===== config.mk =====
export PLATFORM = sky130hd
export DESIGN_NAME = msp_request_deframer
export DESIGN_NICKNAME = d
export VERILOG_FILES = /design/src/rtl/core/msp_pkg.sv /design/src/rtl/core/msp_in_stage.sv /design/src/rtl/core/msp_parser.sv /design/src/rtl/core/msp_out_stage.sv /design/src/rtl/core/msp_request_deframer.sv
export SDC_FILE = /design/constraint.sdc
export NUM_CORES = 1
export LEC_CHECK = 0
export ABC_AREA = 1
export ABC_CLOCK_PERIOD_IN_PS = 3420
export BUFFER_PORTS_ARGS = -buffer_cell sky130_fd_sc_hd__buf_2
export CORE_MARGIN = 1.5
export CORE_UTILIZATION = 50
export CTS_CLUSTER_SIZE = 24
export DETAILED_ROUTE_END_ITERATION = 16
export GPL_ROUTABILITY_DRIVEN = 1
export PLACE_DENSITY_LB_ADDON = 0.08
export SLEW_MARGIN = 20
export SYNTH_ARGS = -nofsm -noshare
export SYNTH_HDL_FRONTEND = slang
export SYNTH_SLANG_ARGS = --single-unit

===== constraint.sdc =====
create_clock -name clk -period 3.42 [get_ports clk]
set_input_delay 0.684 -clock clk [delete_from_list [all_inputs] [get_ports clk]]
set_output_delay 0.684 -clock clk [all_outputs]
set_load 0.005 [all_outputs]

===== src/rtl/core/msp_pkg.sv =====
// ----------------------------------------------------------------------------
// msp request deframer package
// Shared widths, protocol characters, event codes and beat structs.
// ----------------------------------------------------------------------------
package msp_pkg;

	localparam int MAX_BODY  = 2;
	localparam int BodyW     = 8 * MAX_BODY;
	localparam int LenW      = $clog2(MAX_BODY + 1);
	localparam int BodyIdxW  = (MAX_BODY > 1) ? $clog2(MAX_BODY) : 1;
	localparam int PayloadW  = 8 + LenW + BodyW;
	localparam int TdataW    = ((PayloadW + 7) / 8) * 8;

	localparam logic [7:0] CH_DOLLAR = 8'h24;
	localparam logic [7:0] CH_M      = 8'h4d;
	localparam logic [7:0] CH_LT     = 8'h3c;
	localparam logic [7:0] NIB_MASK  = 8'hf0;
	localparam logic [7:0] TLM_NIB   = 8'h20;

	typedef enum logic [1:0] {
		EV_VALID   = 2'd0,
		EV_BADSUM  = 2'd1,
		EV_HANDOFF = 2'd2
	} msp_event_t;

	typedef struct packed {
		logic       valid;
		logic [7:0] data;
	} msp_beat_t;

	typedef struct packed {
		logic             valid;
		msp_event_t       kind;
		logic [7:0]       cmd;
		logic [LenW-1:0]  len;
		logic [BodyW-1:0] body;
	} msp_result_t;

endpackage


===== src/rtl/core/msp_in_stage.sv =====
// ----------------------------------------------------------------------------
// msp input stage
// Registers one received byte beat in front of the parser.
// ----------------------------------------------------------------------------
module msp_in_stage import msp_pkg::*; (
	input  logic       clk,
	input  logic       arst_n,
	input  logic       s_tvalid,
	output logic       s_tready,
	input  logic [7:0] s_tdata,   // rx_byte
	input  logic       advance,
	output msp_beat_t  beat
);

	logic       valid_s1;
	logic [7:0] byte_s1;

	// take a new beat when empty or when the held one moves on this cycle
	assign s_tready = !valid_s1 || advance;

	always_ff @(posedge clk or negedge arst_n) begin
		if (!arst_n) begin
			valid_s1 <= 1'b0;
		end else if (s_tready) begin
			valid_s1 <= s_tvalid;
		end
	end

	always_ff @(posedge clk) begin
		if (s_tready && s_tvalid) begin
			byte_s1 <= s_tdata;
		end
	end

	assign beat.valid = valid_s1;
	assign beat.data  = byte_s1;

endmodule


===== src/rtl/core/msp_parser.sv =====
// ----------------------------------------------------------------------------
// msp frame parser
// Per-byte state machine for request frames and the telemetry header sniffer.
// ----------------------------------------------------------------------------
module msp_parser import msp_pkg::*; (
	input  logic        clk,
	input  logic        arst_n,
	input  msp_beat_t   beat,
	input  logic        advance,
	output msp_result_t res
);

	typedef enum logic [3:0] {
		PH_IDLE, PH_GOT_DOLLAR, PH_GOT_M, PH_SIZE, PH_CMD, PH_BODY, PH_CHECK,
		PH_SKIP, PH_TLM2, PH_TLM3, PH_TLM4, PH_HANDED
	} phase_t;

	phase_t     phase_q, phase_n;
	logic [7:0] size_q, size_n;
	logic [7:0] cmd_q, cmd_n;
	logic [7:0] idx_q, idx_n;
	logic [7:0] xor_q, xor_n;
	logic [7:0] body_q [MAX_BODY];

	logic             fire;
	logic [7:0]       b;
	logic             body_wr;
	logic [LenW-1:0]  len;
	logic [BodyW-1:0] packed_body;

	assign fire = beat.valid && advance;
	assign b    = beat.data;
	assign len  = size_q[LenW-1:0];

	// only bytes of the current frame are reported
	always_comb begin
		for (int i = 0; i < MAX_BODY; i++) begin
			packed_body[8*i +: 8] = (i < int'(len)) ? body_q[i] : 8'h00;
		end
	end

	always_comb begin
		phase_n   = phase_q;
		size_n    = size_q;
		cmd_n     = cmd_q;
		idx_n     = idx_q;
		xor_n     = xor_q;
		body_wr   = 1'b0;
		res.valid = 1'b0;
		res.kind  = EV_VALID;
		res.cmd   = 8'h00;
		res.len   = '0;
		res.body  = '0;
		case (phase_q)
			PH_IDLE: begin
				if (b == CH_LT) begin
					phase_n = PH_TLM2;
				end else if (b == CH_DOLLAR) begin
					phase_n = PH_GOT_DOLLAR;
				end else begin
					phase_n = PH_IDLE;
				end
			end
			PH_GOT_DOLLAR: phase_n = (b == CH_M) ? PH_GOT_M : PH_IDLE;
			PH_GOT_M:      phase_n = (b == CH_LT) ? PH_SIZE : PH_IDLE;
			PH_SIZE: begin
				size_n  = b;
				xor_n   = b;
				phase_n = PH_CMD;
			end
			PH_CMD: begin
				idx_n = 8'h00;
				cmd_n = b;
				xor_n = xor_q ^ b;
				if (size_q > 8'(MAX_BODY)) begin
					phase_n = PH_SKIP;
				end else if (size_q == 8'h00) begin
					phase_n = PH_CHECK;
				end else begin
					phase_n = PH_BODY;
				end
			end
			PH_BODY: begin
				body_wr = (idx_q < 8'(MAX_BODY));
				idx_n   = idx_q + 8'd1;
				xor_n   = xor_q ^ b;
				phase_n = (idx_n >= size_q) ? PH_CHECK : PH_BODY;
			end
			PH_CHECK: begin
				res.valid = 1'b1;
				res.kind  = ((xor_q ^ b) != 8'h00) ? EV_BADSUM : EV_VALID;
				res.cmd   = cmd_q;
				res.len   = len;
				res.body  = packed_body;
				phase_n   = PH_IDLE;
			end
			PH_SKIP: begin
				// oversized body: consume body and checksum with no result
				if (idx_q == size_q) begin
					phase_n = PH_IDLE;
				end else begin
					idx_n = idx_q + 8'd1;
				end
			end
			PH_TLM2: phase_n = ((b & NIB_MASK) == TLM_NIB) ? PH_TLM3 : PH_IDLE;
			PH_TLM3: phase_n = PH_TLM4;
			PH_TLM4: begin
				if ((b & NIB_MASK) == 8'h00) begin
					res.valid = 1'b1;
					res.kind  = EV_HANDOFF;
					phase_n   = PH_HANDED;
				end else begin
					phase_n = PH_IDLE;
				end
			end
			PH_HANDED: phase_n = PH_HANDED;
			default:   phase_n = PH_IDLE;
		endcase
		res.valid = res.valid && fire;
	end

	always_ff @(posedge clk or negedge arst_n) begin
		if (!arst_n) begin
			phase_q <= PH_IDLE;
			size_q  <= 8'h00;
			cmd_q   <= 8'h00;
			idx_q   <= 8'h00;
			xor_q   <= 8'h00;
		end else if (fire) begin
			phase_q <= phase_n;
			size_q  <= size_n;
			cmd_q   <= cmd_n;
			idx_q   <= idx_n;
			xor_q   <= xor_n;
		end
	end

	always_ff @(posedge clk) begin
		if (fire && body_wr) begin
			body_q[idx_q[BodyIdxW-1:0]] <= b;
		end
	end

endmodule


===== src/rtl/core/msp_out_stage.sv =====
// ----------------------------------------------------------------------------
// msp output stage
// Result register that holds one event beat until the sink takes it.
// ----------------------------------------------------------------------------
module msp_out_stage import msp_pkg::*; (
	input  logic              clk,
	input  logic              arst_n,
	input  msp_result_t       res,
	output logic              advance,
	output logic              m_tvalid,
	input  logic              m_tready,
	output logic [TdataW-1:0] m_tdata,
	output logic [1:0]        m_tuser
);

	logic              valid_q;
	logic [TdataW-1:0] data_q;
	logic [1:0]        kind_q;

	assign advance = !valid_q || m_tready;

	always_ff @(posedge clk or negedge arst_n) begin
		if (!arst_n) begin
			valid_q <= 1'b0;
		end else if (advance) begin
			valid_q <= res.valid;
		end
	end

	always_ff @(posedge clk) begin
		if (advance && res.valid) begin
			data_q <= TdataW'({res.body, res.len, res.cmd});
			kind_q <= res.kind;
		end
	end

	assign m_tvalid = valid_q;
	assign m_tdata  = data_q;
	assign m_tuser  = kind_q;

endmodule


===== src/rtl/core/msp_request_deframer.sv =====
// results: the checksum or telemetry byte passes from the input register through the
// combinational parser into the result register; other bytes give no result beat
// throughput: one byte per cycle while no result beat stalls, set by the combinational
// per-byte parser between the input register and the result register
// stalls: while a result beat waits for m_tready no further byte is parsed
// reset: arst_n clears the parser to idle, leaves handoff and empties both stages
// ----------------------------------------------------------------------------
// msp request deframer
// Recognizes msp v1 request frames and a foreign telemetry header in a byte stream.
// ----------------------------------------------------------------------------
module msp_request_deframer import msp_pkg::*; (
	input  logic              clk,
	input  logic              arst_n,
	input  logic              s_tvalid,
	output logic              s_tready,
	input  logic [7:0]        s_tdata,   // rx_byte
	output logic              m_tvalid,
	input  logic              m_tready,
	output logic [TdataW-1:0] m_tdata,   // command_id, body_length, body_bytes, zero pad
	output logic [1:0]        m_tuser    // event_kind
);

	msp_beat_t   beat;
	msp_result_t res;
	logic        advance;

	msp_in_stage u_in (
		.clk      (clk),
		.arst_n   (arst_n),
		.s_tvalid (s_tvalid),
		.s_tready (s_tready),
		.s_tdata  (s_tdata),
		.advance  (advance),
		.beat     (beat)
	);

	msp_parser u_parser (
		.clk     (clk),
		.arst_n  (arst_n),
		.beat    (beat),
		.advance (advance),
		.res     (res)
	);

	msp_out_stage u_out (
		.clk      (clk),
		.arst_n   (arst_n),
		.res      (res),
		.advance  (advance),
		.m_tvalid (m_tvalid),
		.m_tready (m_tready),
		.m_tdata  (m_tdata),
		.m_tuser  (m_tuser)
	);

endmodule


==> flow_metrics.tcl <==
set metrics [dict create \
    status "complete, no violations" \
    period_share_pct 61.1 \
    cts_sinks 90 \
    io_pins 48 \
    rr_startpoint "u_parser.idx_q[0]" \
    dp.cells 605 \
    maxCapViolations 0 \
    drt_iter0_drc 159 \
    slowest_stage "dfrtp_1" \
    ctsHoldBuffers 0 \
    yosys.area_share.simple_pct 21.7 \
    power.leakage_uw 0.00209 \
    skew_ns 0.00820 \
    clock_latency_ns 0.35 \
    hold_violations 0 \
    synth_compound_area_share_pct 6.13 \
    finalPower_uw 2010 \
    cts_tree "yes" \
    io_buffers 41 \
    cp.required_ns 3.67 \
    synth-adder-area-share_pct 2.64 \
    coreArea_sq_um 8260 \
    grt_pass1_wl_um 13600 \
    reg2reg_slack_ns 1.33 \
    grt_overflow 0 \
    wl_um 8180 \
    p_int_uw 1580 \
    power.density_nw_per_um2 421 \
    nNetsFinal 532 \
    grtUsageMet1_pct 28.0 \
    drv_slew 0 \
    finalSetupTns_ns 0 \
    fill_cells 746 \
    pwr-share-seq_pct 57.9 \
    synthFlopType "edfxtp_1" \
    cts-htree-levels 3 \
    grt_use_met2_pct 30.9 \
    yosysTopAreaCell "edfxtp_1" \
    critPathKind "flop to flop" \
    worstSetupStartpointType "flop" \
    min_path_type "input pin to async pin" \
    ys_seq_elements 90 \
    yosysWarnings 0 \
    initial_core_util_pct 51.7 \
    grt_usage_pct 19.8 \
    yosys.area_share.xor_xnor_pct 2.67 \
    multi_input_area_sq_um 1440 \
    synth_top_family_by_area "simple AND/OR/NAND/NOR gates" \
    cp_common_cell "nand2_1" \
    grt_max_degree 39 \
    cp-startpoint "u_parser.idx_q[0]" \
    clock_path_buffers 2 \
    p_clk_share_pct 40.1 \
    critPathArrivalTime_ns 2.34 \
    grt_setup_unrepaired "no" \
    clk_pin_slew_worst_paths_ns 0.09 \
    dr_total_vias 3035 \
    drcViolationCount 0 \
    crit_chain "nand3_1 -> nor2_1 -> nand3_1 -> xor2_1 -> ha_1 -> nand2_1 -> inv_1 -> nor2_1 -> o21a_1 -> nand2_1 -> nand2_1 -> nand2_1 -> nand2_1 -> nand2_1" \
    cpPeakStageDelay_ns 0.49 \
    cp_max_fo 6 \
    synth_top_area_share_pct 36.6 \
    top_usage_layer "met2" \
    die_w_um 95.4 \
    peakVddDrop_mv 0.264 \
    fp-row-count 33 \
    drive_gt1_share_pct 13.4 \
    postCtsSetupBuffers 0 \
    antenna_found_initial 0 \
    synthTopCellsByArea "edfxtp_1, dfrtp_1, nand2_1, nor2_1, inv_1" \
    finalSetupViolations 0 \
    post_synth.cell_area_avg_sq_um 9.18 \
    grt_pass1_vias 2809 \
    diodes 0 \
    cp-end-kind "flop" \
    cts_resized 0 \
    drt_first_pass_iters 4 \
    slew_headroom_pct 41.4 \
    wl_per_cell_um 13.2 \
    synthCells 465 \
    synth.most_common_cell "nand2_1" \
    fp.dieH_um 95.4 \
    grt_use_met3_pct 4.23 \
    syn_to_final_growth_pct 11.8 \
    cts-root-buf "clkbuf_8" \
    ant_nets 0 \
    cts_made_buffers 9 \
    combPwrFrac_pct 2.0 \
    seqCellArea_sq_um 2510 \
    dieArea_sq_um 9100 \
    ys_types 29 \
    synth_edf_count 52 \
    ys_async_sr_fraction_pct 42.2 \
    synth_area_sq_um 4270 \
    synth_mux_area_share_pct 0 \
    yosysSeqAreaShare_pct 58.9 \
    timing.fmax_ghz 0.479 \
    final.min_clock_period_ns 2.09 \
    final_util_pct 57.8 \
    vias_per_cell 4.89 \
    finalHoldWorstSlack_ns 0.443 \
    crit_buf_inv 1 \
    place.gp.congestion 0.922 \
    worst_pin_slew_ns 0.879 \
    crit_family "simple AND/OR/NAND/NOR gates" \
    instances_no_fill 621 \
    dp_hpwl_um 5950 \
    synthTopCellsByCount "nand2_1, nor2_1, inv_1" \
    swShare_pct 21.3 \
    switching_power_uw 428 \
]
[layer usage]
metal / part of all wire, % / vias to the layer above
met3: 4.4 / 12
met4: 1.4 / 0
met1: 47 / 1401
li1: - / 1554
met5: 0 / -
met2: 47 / 68
[per-stage QoR]
step | cell area, sq um | setup WS (ns)
finish | 4770 | 1.33
global route | 4770 | 1.11
CTS | 4770 | 1.32
detailed placement | 4550 | 1.25
global placement | 4550 | 1.28
floorplan | 4290 | 0.886
[layout by cell type, fill, tap and decap left out, types with 6 or more instances in the layout]
master,netlist,layout
edfxtp_1,52,52
inv_1,66,66
conb_1,1,6
dfrtp_1,38,38
buf_2,3,41
nor2_1,71,70
nand3_1,13,13
nand2_1,124,124
o21ai_0,36,36
ha_1,9,9
clkbuf_8,0,9
xor2_1,9,9
[final cells by class]
type                       count  area share [%]
inverter                      68            5.35
clock buffer                  10            2.67
tap                          105            2.75
clock inverter                 6            1.97
multi-input combinational    300            30.2
timing repair buffer          42            4.46
sequential                    90            52.6
[path summary, 6_finish.rpt]
check                      cells after the start             endpoint
min in group clk                               2  u_parser.phase_q[3]
min                                            1  u_parser.phase_q[3]
max                                           14  u_parser.phase_q[1]
max in group asynchronous                      1   u_parser.size_q[5]
max reg2reg                                   14  u_parser.phase_q[1]
min reg2reg                                    2  u_parser.phase_q[3]
[logic make-up (layout without fill, tap and decap cells)]
logic type,count (synthesis),after routing
AOI/OAI and AO/OA,48,48
xor gates and xnor gates,13,13
adders and majority gates,9,9
buffers and inverters,80,126
DFF,90,90
other,1,6
and+or+nand+nor,224,224
[power groups by stage]
stage                     Clock [uW]  Combinational (uW)  Sequential (uW)
final                            805                40.9             1160
after global routing             868                48.4             1170
after CTS                        821                42.2             1170
after detailed placement           0                42.0             1190
after global placement             0                41.1             1190
after floorplan                    0                27.1             1180
[state kept, by name, indices dropped and copies added (netlist names)]
| name | cells |
|---|---|
| u_parser.idx_q | 8 |
| u_out.m_tdata | 26 |
| u_parser.size_q | 8 |
| u_parser.body_q | 16 |
| u_parser.phase_q | 4 |
| u_parser.xor_q | 8 |
| u_in.valid_s1 | 1 |
| u_parser.cmd_q | 8 |
| u_out.m_tvalid | 1 |
| u_out.m_tuser | 2 |
| u_in.byte_s1 | 8 |
Note: power is estimated with default switching activity, not from simulation.
